--- src/hw/rtl/bgl_pkg.sv ---
// shared types and constants for the bitmap glyph layout engine
`default_nettype none

package bgl_pkg;

  // item kinds carried on the request sideband
  localparam logic [1:0] ACT_LOAD  = 2'd0;
  localparam logic [1:0] ACT_BEGIN = 2'd1;
  localparam logic [1:0] ACT_CHAR  = 2'd2;

  // character codes with special handling
  localparam logic [7:0] CODE_NEWLINE = 8'd10;
  localparam logic [7:0] CODE_SPACE   = 8'd32;

  // configuration register indexes
  localparam int unsigned CFG_ADDR_W = 3;
  localparam int unsigned CFG_DATA_W = 24;
  localparam logic [CFG_ADDR_W-1:0] REG_LINE_HEIGHT = 3'd0;
  localparam logic [CFG_ADDR_W-1:0] REG_PAD_TOP     = 3'd1;
  localparam logic [CFG_ADDR_W-1:0] REG_PAD_RIGHT   = 3'd2;
  localparam logic [CFG_ADDR_W-1:0] REG_PAD_BOTTOM  = 3'd3;
  localparam logic [CFG_ADDR_W-1:0] REG_PAD_LEFT    = 3'd4;
  localparam logic [CFG_ADDR_W-1:0] REG_TINT_RGB    = 3'd5;

  localparam int unsigned IN_DATA_W  = 120;
  localparam int unsigned OUT_DATA_W = 104;

  // one glyph table entry
  typedef struct packed {
    logic [11:0]        src_x;
    logic [11:0]        src_y;
    logic [9:0]         width;
    logic [9:0]         height;
    logic signed [9:0]  x_off;
    logic signed [9:0]  y_off;
    logic [9:0]         advance;
  } glyph_t;

  // layout settings
  typedef struct packed {
    logic [9:0]  line_height;
    logic [7:0]  pad_top;
    logic [7:0]  pad_right;
    logic [7:0]  pad_bottom;
    logic [7:0]  pad_left;
    logic [23:0] tint_rgb;
  } cfg_t;

  // request fields needed after the table read
  typedef struct packed {
    logic [1:0]         action;
    logic [7:0]         char_code;
    logic signed [15:0] origin_x;
    logic signed [15:0] origin_y;
  } item_t;

  // blit command, last member in the lowest bits
  typedef struct packed {
    logic [23:0] tint;
    logic [15:0] dest_y;
    logic [15:0] dest_x;
    logic [9:0]  src_height;
    logic [9:0]  src_width;
    logic [11:0] src_y;
    logic [11:0] src_x;
  } blit_t;

endpackage

`default_nettype wire

--- src/hw/rtl/bgl_pen.sv ---
// pen stage: pen registers, destination arithmetic and blit build
`default_nettype none

module bgl_pen
  import bgl_pkg::*;
#(
  parameter int unsigned COORD_BITS = 16
) (
  input  wire logic  clk,
  input  wire logic  rst_n,
  input  wire logic  load,
  input  wire item_t item,
  input  wire cfg_t  cfg,
  input  wire glyph_t glyph,
  input  wire logic  hit,
  input  wire logic  adv,
  output logic       busy,
  output logic       emit,
  output blit_t      blit
);

  localparam int unsigned EW = ((COORD_BITS > 16) ? COORD_BITS : 16) + 2;
  localparam logic signed [EW-1:0] SAT_HI = EW'((2 ** (COORD_BITS - 1)) - 1);
  localparam logic signed [EW-1:0] SAT_LO = ~SAT_HI;

  function automatic logic signed [COORD_BITS-1:0] sat_c(input logic signed [EW-1:0] v);
    logic signed [EW-1:0] r;
    begin
      if (v > SAT_HI) begin
        r = SAT_HI;
      end else if (v < SAT_LO) begin
        r = SAT_LO;
      end else begin
        r = v;
      end
      sat_c = r[COORD_BITS-1:0];
    end
  endfunction

  logic                         s1_valid_r;
  item_t                        s1_item_r;
  logic signed [COORD_BITS-1:0] pen_x_r, pen_x_nxt;
  logic signed [COORD_BITS-1:0] pen_y_r, pen_y_nxt;
  logic signed [COORD_BITS-1:0] line_x_r, line_x_nxt;

  logic signed [COORD_BITS-1:0] dx_sat, dy_sat, adv_x_sat, nl_y_sat;
  logic signed [COORD_BITS-1:0] org_x_sat, org_y_sat;
  logic signed [EW-1:0]         dx_sum, dy_sum, adv_sum, nl_sum;
  logic signed [EW-1:0]         dx_e, dy_e;
  logic                         is_char;

  always_ff @(posedge clk) begin
    if (!rst_n) begin
      s1_valid_r <= 1'b0;
    end else if (load) begin
      s1_valid_r <= 1'b1;
    end else if (adv) begin
      s1_valid_r <= 1'b0;
    end
  end

  always_ff @(posedge clk) begin
    if (load) begin
      s1_item_r <= item;
    end
  end

  // destination and pen arithmetic, all in a widened signed domain
  always_comb begin
    dx_sum = EW'(pen_x_r) + $signed(EW'(cfg.pad_left));
    dx_sat = sat_c(dx_sum);
    dy_sum = EW'(pen_y_r) + EW'(glyph.y_off) + $signed(EW'(cfg.pad_top));
    dy_sat = sat_c(dy_sum);
    adv_sum = EW'(dx_sat) + $signed(EW'(glyph.advance)) + $signed(EW'(cfg.pad_right))
              - EW'(glyph.x_off);
    adv_x_sat = sat_c(adv_sum);
    nl_sum = EW'(pen_y_r) + $signed(EW'(cfg.line_height)) + $signed(EW'(cfg.pad_bottom));
    nl_y_sat = sat_c(nl_sum);
    org_x_sat = sat_c(EW'(s1_item_r.origin_x));
    org_y_sat = sat_c(EW'(s1_item_r.origin_y));
    dx_e = EW'(dx_sat);
    dy_e = EW'(dy_sat);
  end

  assign is_char = s1_valid_r && (s1_item_r.action == ACT_CHAR);

  always_comb begin
    pen_x_nxt  = pen_x_r;
    pen_y_nxt  = pen_y_r;
    line_x_nxt = line_x_r;
    if (s1_valid_r && adv) begin
      if (s1_item_r.action == ACT_BEGIN) begin
        pen_x_nxt  = org_x_sat;
        pen_y_nxt  = org_y_sat;
        line_x_nxt = org_x_sat;
      end else if (s1_item_r.action == ACT_CHAR) begin
        if (hit) begin
          pen_x_nxt = adv_x_sat;
        end else if (s1_item_r.char_code == CODE_NEWLINE) begin
          pen_x_nxt = line_x_r;
          pen_y_nxt = nl_y_sat;
        end
      end
    end
  end

  always_ff @(posedge clk) begin
    if (!rst_n) begin
      pen_x_r  <= '0;
      pen_y_r  <= '0;
      line_x_r <= '0;
    end else begin
      pen_x_r  <= pen_x_nxt;
      pen_y_r  <= pen_y_nxt;
      line_x_r <= line_x_nxt;
    end
  end

  assign busy = s1_valid_r;
  assign emit = is_char && hit && (s1_item_r.char_code != CODE_SPACE);

  always_comb begin
    blit.src_x      = glyph.src_x;
    blit.src_y      = glyph.src_y;
    blit.src_width  = glyph.width;
    blit.src_height = glyph.height;
    blit.dest_x     = dx_e[15:0];
    blit.dest_y     = dy_e[15:0];
    blit.tint       = cfg.tint_rgb;
  end

endmodule

`default_nettype wire

--- config.mk ---
export PLATFORM = sky130hd
export DESIGN_NAME = bgl_pen
export DESIGN_NICKNAME = d
export VERILOG_FILES = /design/src/hw/rtl/bgl_pkg.sv /design/src/hw/rtl/bgl_pen.sv
export SDC_FILE = /design/constraint.sdc
export NUM_CORES = 1
export LEC_CHECK = 0
export BUFFER_PORTS_ARGS = -buffer_cell sky130_fd_sc_hd__clkbuf_2
export CAP_MARGIN = 20
export CORE_MARGIN = 2
export CORE_UTILIZATION = 47
export DETAILED_ROUTE_END_ITERATION = 12
export GPL_TIMING_DRIVEN = 0
export HOLD_SLACK_MARGIN = 0.02
export PLACE_DENSITY = 0.79
export SLEW_MARGIN = 10
export SYNTH_ARGS = -nofsm -noshare
export SYNTH_HDL_FRONTEND = slang
export SYNTH_SLANG_ARGS = --single-unit
--- constraint.sdc ---
create_clock -name clk -period 5.55 [get_ports clk]
set_input_delay 0.2775 -clock clk [delete_from_list [all_inputs] [get_ports clk]]
set_output_delay 0.2775 -clock clk [all_outputs]
set_load 0.02 [all_outputs]
==> results summary, run 1 <==
The count of hold-fix buffers inserted at cts came out at 0. The final standard cell area without fillers came out at 10,200 µm². The growth of design area from synthesis to finish came out at 26.2%. Yosys mapped a number of flops with a built-in enable equal to 42. Setup repair after global routing could not meet its margin everywhere.

The die span in x came out at 135 µm. Summing the sequential cell areas from Yosys gives 27.8% of the chip area. After the flow finishes, the layout carries non-filler instances totaling 1,366.

The final number of setup-violating endpoints came out at 1. The layout filler cell count came out at 1,428. The via count of the first global-routing pass came to 6,652. The clock sink total is 91. The largest fanout on the critical path is 6.

The number of nets with antenna violations after routing is 0. Buffers placed on the I/O ports in this run total 219. The number of nets produced by synthesis is 1,201. The total cell area at the placement stage is 9510 µm². The data arrival time at the worst-slack endpoint came out at 5.79 ns. The achievable clock frequency came out at 0.179 GHz. The number of cells after detailed placement came out at 1,337. Data on the critical path is required at its endpoint by 5.77 ns. In the synthesized netlist the dominant register cell turns out to be dfxtp_1. After synthesis, the share of flip-flops with an asynchronous set or reset is 0%. The number of distinct library cells after synthesis came out at 74. The worst hold margin came out at 0.107 ns. TritonCTS built the clock tree. The first-pass GRT wire length came out at 32,800 µm.

The clock latency on the worst-skew pair is 0.34 ns. The share of the core filled with cells is 61.0%. The worst hold path belongs to the class in -> reg. The critical path's largest stage delay came out at 0.53 ns. The clock-pin slew of the registers on the worst-case setup and hold paths is 0.07 ns. Ranked by instance count, the synthesized netlist is headed by 93 x nand2_1, 78 x ha_1, 68 x buf_4. The number of antenna diodes in the final layout is 0. The reported max-cap violation count came out at 0.

The transition at the pin with the smallest max-transition slack is 0.766 ns. The capturing element type of the critical path is a flip-flop. In the synthesized netlist, the number of instances is 898. The static power due to leakage is 4.81 nW. Entering global routing, the biggest net connects 44 pins. In this run the clock root is driven by a clkbuf_16. The proportion of netlist area held by the largest area contributor came out at 15.6%. The wire-length estimate of the detail-placed layout is 16,600 µm. The net count of the finished layout came out at 1,444. The total wire length after detailed routing is 21,700 µm. The chip height is 135 µm. For this block, the initial DRC count from the detailed router was 482. The final worst setup slack is -0.0229 ns. After detailed routing, the number of remaining DRC violations is 0. The critical path is of the reg -> reg type. The count of H-tree levels built during CTS came out at 3.

For this configuration, the core starts out at a cell density of 48.4%. The count of warnings emitted by yosys is 0. nand2_1 is the most common cell in the netlist. The via density per instance is 5.55. The share of final-layout standard cells stronger than drive strength 1 came out at 32.9%. The total overflow reported by the global router came out at 0.

The placer's final routability congestion estimate is 0.903. The final reports fail on setup timing. Dividing the synthesized area by the synthesized cell count gives 8.99 µm². The wire length per cell after detailed routing is 15.9 µm.

Clock tree synthesis inserted a total of 9 buffers. The max-slew violation count came out at 0. The number of rows created at floorplan came out at 47.

Measured against its own limit, the worst slew margin works out to 48.9%. The number of hold violations in the final report is 0. The post-route minimum period is 5.57 ns. The cell type with the highest occurrence count on the critical path is o21ai_2.

The synthesized design spends more area on one cell type than any other, namely edfxtp_1. The initial antenna violation count came out at 0. Walking the worst path, the cells encountered are ha_4 > inv_2 > fa_2 > nor2b_2 > o21ai_2 > a21boi_2 > o21ai_2 > a21oi_4 > o21ai_2 > mux2_4 > buf_12 > o21ai_2 > fa_1 > ha_1 > ha_2 > a21oi_4 > o21ai_1 > or4_4 > and3_4 > a211o_4 > buf_4 > a211oi_1 > o21ai_1. The final worst-path cycle share is 100%. The number of register bits inferred by synthesis came out at 91. Summing every instance area after synthesis gives 8080 µm². No sink is reached through more buffers than the 2 on the longest clock path. The number of primary I/O pins came out at 289. The flow ran to the end, but the final reports show violations.

Dividing total power by cell area gives a power density of 232 nW/µm². The detailed-routing iteration count for the pre-antenna-repair pass came out at 5. The die area came out at 18,200 µm². Sorting the synthesized cells by area gives the leading types as edfxtp_1 16%, dfxtp_1 12%, ha_1 12%. The slowest stage of the critical path belongs to the cell or4_4. The overall track demand over capacity in global routing came out at 22.5%. STA classifies the critical path startpoint as a flip-flop.

The total number of vias came out at 7,585. The area of the core is 16,700 µm². The peak supply drop is 255 µV.

The final worst clock skew is 0.0113 ns.
## through the flow
step / power, mW / worst slack [ns] / setup TNS (ns)
6_report: 2.37 / -0.0229 / -0.0229
3_3_place_gp: 1.62 / -0.632 / -7.30
4_1_cts: 2.32 / 0.00512 / 0
2_1_floorplan: 1.39 / 0.0324 / 0
5_1_grt: 2.49 / -0.174 / -0.416
3_5_place_dp: 1.64 / -0.667 / -8.08
## power by group
part	internal, mW	total [mW]	switching (mW)	leakage (nW)
clock	0.402	0.671	0.268	0.163
sequential	0.736	0.756	0.0200	0.807
combinational	0.406	0.938	0.532	3.84
## worst max-delay path, delay by kind of cell (launching register included)
family                   cells  cell delay, ns
flip-flops                   1            0.36
AO/OA/AOI/OAI               11            1.97
multiplexers                 1            0.32
adder cells (fa/ha/maj)      5            1.60
AND/OR/NAND/NOR              3            0.88
buffers and inverters        3            0.34
## registers in the layout (all words and copies together) (netlist names)
register,cells
pen_y_r,16
busy,1
s1_item_r,42
pen_x_r,16
line_x_r,16
## worst paths after layout
check	start	to	slack (ns)	cells after the start
worst max-delay path	pen_x_r[0]	pen_x_r[9]	-0.02	23
worst min-delay path	item[23]	s1_item_r[23]	0.11	1
worst max register to register	pen_x_r[0]	pen_x_r[9]	-0.02	23
worst min register to register	line_x_r[14]	line_x_r[14]	0.46	2
## routing by layer
layer / wire (µm) / vias up / track usage [%]
li1: - / 3628 / -
met1: 8920 / 3498 / 30.7
met2: 10300 / 413 / 37.5
met3: 1910 / 46 / 3.94
met4: 541 / 0 / 5.03
met5: 0 / - / 0
## layout by cell type (no fill, tap or decap), types with 9 or more instances in the layout
cell and instances:
buf_4 80, nand2_1 92, dfxtp_1 48, edfxtp_1 42, nor2_1 45, inv_1 60
o21ai_0 39, a21oi_1 38, a31oi_1 13, a21o_1 28, clkbuf_2 219, nand3_1 24
o21a_1 9, ha_1 71, fa_1 35, a21boi_0 20, xor2_1 17, a211oi_1 9
xnor2_1 25, o211ai_1 10, clkbuf_1 21, clkbuf_16 10, o21ai_1 14
## final cells by class
class / instances / area (µm²) / area share [%]
multi-input combinational: 648 / 5220 / 51.3
inverter: 62 / 233 / 2.28
clock buffer: 9 / 225 / 2.21
clock inverter: 7 / 106 / 1.04
tap: 220 / 275 / 2.70
timing repair buffer: 234 / 1250 / 12.3
sequential: 91 / 2240 / 22.0
buffer: 95 / 632 / 6.20
## cells by family (layout without fill, tap and decap cells)
kind of cell    Yosys count  count (layout)  share of synthesized area, %
buf+inv                 159             407                          10.6
mux                       6               6                         0.806
compound gates          263             263                          22.0
simple gates            221             221                          12.8
xor+xnor                 42              42                          4.56
fa+ha+maj               116             116                          21.5
flops                    91              91                          27.8
## what timing repair did
action / 4_1_cts / 5_1_grt
pin swaps: 5 / 24
setup buffers: 1 / 12
setup endpoints to repair: 16 / 15
cloned: 0 / 1
resized for setup: 16 / 35
Power figures use the tool's default switching activity.
==> run 2, diff against run 1 <==
- CORE_UTILIZATION: 47 -> 50
- PLACE_DENSITY: 0.79 -> 0.8
- clock period: 5.55 -> 6.2 ns (I/O delays scaled with it)
==> run 2 against run 1 <==
Effect of this change:
- the run now ends clean
- cell count decreased by 1.3%
- sequential power fell by 10%
- register-to-register slack better by 0.33 ns
- critical path depth shrank 2
- sequential share of layout area up 0.85 points
- maximum frequency is 5.4% lower
- routed wire length is 4.6% lower
- clock-buffer cell count unchanged
- clock skew fell by 0.0068 ns
- critical path type unchanged
- highest routed layer unchanged
==> results summary, run 2 (synthesis results as in run 1) <==
The flow ran to the end, and the final reports show no timing, DRC or antenna violations. The power density of the placed cells is 202 nW/µm². The net count of the finished layout came out at 1,430. The reported max-cap violation count is 0. The cell at the root of the clock tree is clkbuf_16.

Hold timing on the final database bottoms out at a slack of 0.136 ns. STA classifies the critical path startpoint as a flip-flop. The count of nets left with antenna violations once routing finished came out at 0. Data arrives at the worst endpoint at 6.13 ns.

The filler-free cell count of the finished design came out at 1,348. Relative to the synthesized area, the layout overhead comes to 21.5%. The static power due to leakage came out at 4.67 nW. The largest fanout on the critical path is 10.

Once detailed placement completed, the half-perimeter wirelength came to 16,700 µm. The die span in x is 131 µm. In this run the power spent charging and discharging nets is 0.710 mW. The clock buffer count from CTS came out at 9. 289 I/O pins were placed. The max-slew violation count came out at 0.

The clock-pin slew of the registers on the worst-case setup and hold paths is 0.07 ns. The met1 usage in global routing came out at 30.6%. In the layout the commonest cells are 219 x clkbuf_2, 93 x nand2_1, 76 x ha_1.

The footprint of the flip-flops and latches is 2240 µm². Net switching is 35.8% of the power. The met2 demand-to-capacity share in global routing is 38.9%. The via count of the first global-routing pass came out at 6,666. TritonCTS built the clock tree. The initial core utilization came out at 51.0%. The share of final-layout standard cells stronger than drive strength 1 came out at 29.5%. The first-pass GRT wire length is 31,600 µm. The post-placement setup slack is -0.0999 ns.

In the finished design, the share of the clock period the worst path needs comes to 95.1%. The endpoint required time on the critical path is 6.44 ns. The capturing element type of the critical path is a flip-flop. For this run, design rule violations remaining after detail routing come to 0. The min-delay analysis places its worst path in the category in -> reg. In the routed layout, each cell is associated on average with a via count of 5.50.

At the pin with the least slew margin, the transition time is 0.617 ns. The number of hold violations in the final report is 0. The total number of vias came out at 7,411.

Setup repair after global routing left no endpoint under its margin. The die area came out at 17,200 µm². The number of input and output port buffers inserted is 219. Counting flops per register, the top entry is s1_item_r.

The wire length per cell after detailed routing is 15.3 µm. The peak supply drop is 171 µV. The layout filler cell count is 1,353.

The final standard cell area without fillers came out at 9810 µm². The overall track demand over capacity in global routing came out at 23.3%. The first-iteration detailed-routing DRC count is 482.

The library cell used most frequently in the layout, excluding fill and tap cells, is clkbuf_2. The clock sink total came out at 91. The met3 layer usage reported by global route is 4.50%. Measured against its own limit, the worst slew margin works out to 58.7%. The count of inserted antenna diode cells came out at 0. The clock latency on the worst-skew pair is 0.34 ns.

The total overflow reported by the global router is 0. Across the routed clock network, the largest skew measured is 0.00455 ns. The number of rows created at floorplan came out at 46.

The chip height came out at 131 µm. The busiest metal layer after global routing is met2. The final worst setup slack is 0.307 ns. The number of cells after detailed placement is 1,333. The classification of the worst setup path is reg -> reg. Entering global routing, the biggest net connects 44 pins. The flip-flop count of the largest register after layout is 42. The count of H-tree levels built during CTS came out at 3. The achievable clock frequency is 0.170 GHz.

Summing all placed instances gives a cell area of 9440 µm². The placer's final routability congestion estimate is 0.982. Wires add up to 20,700 µm. The area of the core is 15,800 µm². The post-route minimum period came out at 5.89 ns. The relative contribution of sequential cells to total power came out at 34.2%. The fraction of power consumed by the clock network came out at 26.1%. The internal portion of the total power is 1.27 mW. The final number of setup-violating endpoints came out at 0. The initial antenna violation count was 0. The longest clock path from root to sink contains 2 buffers. The multi-input logic area is 5050 µm².

The detailed-routing iteration count for the pre-antenna-repair pass is 6. The combinational fraction of design power is 39.8%.
run 2: cell types whose count changed in the layout (fill, tap and decap cells not counted), sizes merged:
cell      delta
clkinvlp     +2
clkinv       -1
bufinv       -2
buf         -14
inv          +1
run 2: per-stage QoR:
| stage | power (mW) | utilization, % | TNS [ns] |
|---|---|---|---|
| detailed placement | 1.45 | 59.7 | -0.236 |
| floorplan | 1.24 | - | 0 |
| global route | 2.11 | 62.0 | 0 |
| finish | 1.98 | 62.0 | 0 |
| global placement | 1.44 | 59.7 | -0.114 |
| CTS | 1.98 | 61.6 | 0 |
run 2: final timing paths:
kind,start,endpoint,slack [ns],cells past startpoint
worst max register to register,pen_x_r[1],pen_x_r[8],0.31,21
worst max-delay path,pen_x_r[1],pen_x_r[8],0.31,21
worst min-delay path,item[19],s1_item_r[19],0.14,1
worst min register to register,line_x_r[7],line_x_r[7],0.47,2
run 2: area by class of cell:
class / instances / share of cell area, %
clock inverters: 7 / 0.587
well taps: 216 / 2.75
inverters: 62 / 2.37
clock buffers: 9 / 2.30
flip-flops and latches: 91 / 22.9
repair buffers: 220 / 11.4
plain buffers: 95 / 6.31
multi-input cells: 648 / 51.4
run 2: critical path: stages (launching register included):
cell and delay (ns):
dfxtp_1 0.39, ha_1 0.25, a21o_1 0.19, a21oi_1 0.21, o21ai_0 0.11, a21oi_1 0.28
o21ai_1 0.25, nand2_1 0.25, mux2_2 0.37, clkbuf_4 0.21, o22ai_2 0.19, fa_1 0.46
ha_1 0.35, ha_4 0.28, a21oi_4 0.16, o211ai_1 0.14, and2_4 0.20, or4_4 0.48
and3_4 0.20, a211o_4 0.30, a211o_1 0.26, a32o_1 0.24
run 2: power by group through the flow:
stage / registers, mW / clock network, mW / logic (mW)
2_1_floorplan: 0.683 / 0 / 0.552
3_3_place_gp: 0.690 / 0 / 0.750
3_5_place_dp: 0.690 / 0 / 0.764
4_1_cts: 0.677 / 0.531 / 0.770
5_1_grt: 0.680 / 0.552 / 0.876
6_report: 0.678 / 0.517 / 0.789
run 2: per-layer routing:
| metal | part of all wire (%) | wire length (µm) | up-vias |
|---|---|---|---|
| li1 | - | - | 3608 |
| met1 | 42 | 8600 | 3415 |
| met2 | 48 | 9870 | 351 |
| met3 | 8.0 | 1650 | 37 |
| met4 | 2.7 | 564 | 0 |
| met5 | 0 | 0 | - |
run 2: repair_timing:
action	4_1_cts	5_1_grt
hold buffers	0	0
setup endpoints to repair	8	15
pin swaps	0	2
setup buffers	0	0
gates resized for setup	4	19
==> run 3, diff against run 2 <==
- ABC_AREA: not set -> 1
==> run 3 against run 2 <==
Effect of this change:
- hold slack better by 0.0033 ns
- sequential power about the same
- cell area up 3.8%
- die area up 4.7%
- critical path depth up 9
- core utilization down 0.58 points
- routed wire length up 0.22%
- non-clock buffer count down 2
- area after synthesis up 4.8%
- clock-buffer cell count up 2
- cell count up 16%
- sequential share of layout area down 0.85 points
==> results summary, run 3 <==
Leaving out fill and tap cells, the most frequent cell in the layout is nand2_1. The number of cells after detailed placement is 1,540. The initialized floorplan defines 47 standard-cell rows. The mean cell area of the mapped netlist is 7.69 µm². The instance count along the most critical hold path is 1.

The detailed-routing iteration count for the pre-antenna-repair pass is 5. The number of hold violations in the final report is 0. For the finished layout, the period the worst path requires is 5.30 ns.

After synthesis, the largest area contributor takes up 14.9% of total cell area. The worst setup path is launched from a flip-flop. The area of the mapped netlist is 8470 µm². The maximum number of pins on one net before global-route repair came out at 44. The clock buffer count from CTS came out at 9. The number of setup buffers added after CTS is 0.

After synthesis, the most frequently instantiated cells are 284 x nand2_1, 124 x inv_1, 84 x a21oi_1. The cell family contributing the most delay on the critical path is adder cells. The sequential cell area fraction in the yosys report is 26.5%. The area of the core is 16,600 µm². Setup repair after global routing left no endpoint under its margin. The number of register bits inferred by synthesis came out at 91. The wire length per cell after detailed routing came out at 13.3 µm. Buffers placed on the I/O ports in this run total 219. The register with the most flip-flops in the final layout is s1_item_r. The max-slew violation count is 0.

Synthesis produced 1,101 cells. Wires add up to 20,700 µm. The net count of the finished layout is 1,634.

The die area came out at 18,000 µm². The DRC violation count after routing came out at 0. The final number of setup-violating endpoints came out at 0. The initial antenna violation count is 1. Yosys attributes the largest share of cell area to edfxtp_1 15%, nand2_1 13%, dfxtp_1 12%. In the synthesized netlist the async set-or-reset flop fraction comes to 0%.

The data arrival time at the worst-slack endpoint came out at 5.50 ns. The number of distinct library cells after synthesis came out at 55. Leaving out fill and tap cells, the most frequent cells in the layout are 284 x nand2_1, 219 x clkbuf_2, 124 x inv_1. The run finished with clean final reports.

Using the TritonRoute via totals, the vias-per-cell ratio works out to 5.01. The accumulated negative setup slack came out at 0 ns. The slowest stage of the critical path belongs to the cell fa_1. Of all cell types, the one taking the most synthesized area is edfxtp_1. The total number of vias came out at 7,808.

The largest fanout on the critical path is 10. The via count of the first global-routing pass came out at 7,372. The remaining max-slew budget at the tightest pin came out at 30.9%. The relative contribution of sequential cells to total power is 31.9%. Between clock sinks in the finished design, the worst skew comes to 0.00786 ns. The growth of design area from synthesis to finish is 20.3%. The total overflow reported by the global router is 0. The fraction of power consumed by the clock network is 29.2%.

TritonCTS built the clock tree. The clock-pin slew of the registers on the worst-case setup and hold paths came out at 0.07 ns. At the worst endpoint, the required time is 6.40 ns. In the final layout, the share of cells above drive strength 1 is 27.3%. For this run, the number of Yosys warnings is 0.

The internal power contribution is 1.38 mW. The critical path's largest stage delay is 0.46 ns. The number of cells upsized or downsized after cts came out at 0. The combinational fraction of design power came out at 38.9%. Based on the critical path, the design can be clocked at up to 0.189 GHz. Once detail routing completed, the nets flagged for antenna violations numbered 0. The filler-free cell count of the finished design is 1,557. From bottom edge to top edge, the die measures 134 µm. The tool flagged a number of max-cap violations equal to 0. The cell type with the highest occurrence count on the critical path is nand2_1.

The clock sink total is 91. The leading register cell type out of synthesis is dfxtp_1. Hold repair after CTS inserted 0 buffers. The number of primary I/O pins came out at 289.

The initial utilization of the core area, before any placement, comes to 51.0%. The deepest clock path buffer count came out at 2. The die span in x is 134 µm. The first-pass GRT wire length is 33,400 µm. The tightest min-delay check is of the in -> reg type. The number of cells on the worst reg-to-reg path came out at 30. The congestion estimate from routability-driven global placement came to 0.901. The clock latency on the worst-skew pair came out at 0.34 ns. The number of nets produced by synthesis is 1,404. The worst setup path is captured at a flip-flop. The transition at the pin with the smallest max-transition slack is 1.04 ns. The clock tree synthesis step divided the H-tree into 3 levels. The number of buffer and inverter stages on the critical path came out at 4. The number of enable flip-flop cells after synthesis came out at 42. Summed over all nets, the switching power comes to 0.740 mW.

The static power due to leakage came out at 5.36 nW. The instance count on the critical path came out at 30. The classification of the worst setup path is reg -> reg.

In the post-synthesis netlist, the cell with the most instances is nand2_1. The cell sitting at the root of the clock tree is a clkbuf_16. The first-iteration detailed-routing DRC count came out at 406. The peak supply drop came out at 145 µV.

Global routing used 22.8% of the available tracks across all layers. Net switching is 35.0% of the power. The final worst-path cycle share came out at 85.5%. The post-DP HPWL is 17,100 µm. The flip-flop count of the largest register after layout came out at 42.

Dividing total power by cell area gives a power density of 208 nW/µm².
-- run 3: changes by cell type after synthesis, moves of 8 or more --
cell / delta
a31oi_1: -12
nand2_2: +19
xor2_1: +11
a21boi_0: -17
o21a_1: -8
a21o_1: -20
xnor2_1: -14
nor2_1: +34
nand2_1: +191
inv_1: +63
a211oi_1: -9
a21oi_1: +40
a21oi_2: +10
nand3_1: +15
-- run 3: final cells by class --
cell class              instances  area, µm²
diodes                          1       2.50
plain buffers                  94        657
clock buffers                  11        264
clock inverters                 5       81.3
fillers                      1477       6400
inverters                     128        480
multi-input cells             788       5090
flip-flops and latches         91       2240
well taps                     220        275
repair buffers                219       1100
-- run 3: worst paths after layout --
kind	slack [ns]	end	from
min reg2reg	0.45	line_x_r[15]	line_x_r[15]
min	0.14	s1_item_r[21]	item[21]
max	0.90	pen_x_r[11]	pen_x_r[3]
max reg2reg	0.90	pen_x_r[11]	pen_x_r[3]
-- run 3: worst reg2reg max path, delay by kind of cell, from the launching register on --
family	cells	cell delay, ns
adder cells (fa/ha/maj)	4	1.43
AND/OR/NAND/NOR	14	1.42
AO/OA/AOI/OAI	8	1.36
buffers and inverters	4	0.60
flip-flops	1	0.32
-- run 3: through the flow --
step	total power, mW	area, µm²	hold slack, ns	util (%)	setup WS (ns)
after floorplan	1.28	8470	0.409	-	1.49
after global placement	1.49	9840	0.432	59.3	0.983
after detailed placement	1.50	9840	0.441	59.3	0.905
after CTS	2.12	10200	0.141	61.4	0.951
after global routing	2.24	10200	0.143	61.4	0.387
final	2.12	10200	0.140	61.4	0.900
-- run 3: logic make-up after synthesis --
kind of cell | count (synthesis) | share of synthesized area [%]
AND/OR/NAND/NOR | 456 | 22.8
buffers and inverters | 222 | 13.4
AO/OA/AOI/OAI | 175 | 12.2
adder cells (fa/ha/maj) | 116 | 20.5
flip-flops | 91 | 26.5
XOR/XNOR | 41 | 4.55
-- run 3: power groups by stage --
stage,logic [mW],clock network (mW),registers (mW)
floorplan,0.601,0,0.683
global placement,0.801,0,0.687
detailed placement,0.815,0,0.688
CTS,0.821,0.622,0.675
global route,0.921,0.643,0.678
finish,0.822,0.618,0.675
-- run 3: layer usage --
layer / track usage [%] / routed length [µm] / vias to the layer above
met5: 0 / 0 / -
met4: 7.08 / 410 / 0
met3: 2.27 / 1450 / 30
met2: 40.3 / 10000 / 293
met1: 29.5 / 8830 / 3534
li1: - / - / 3951
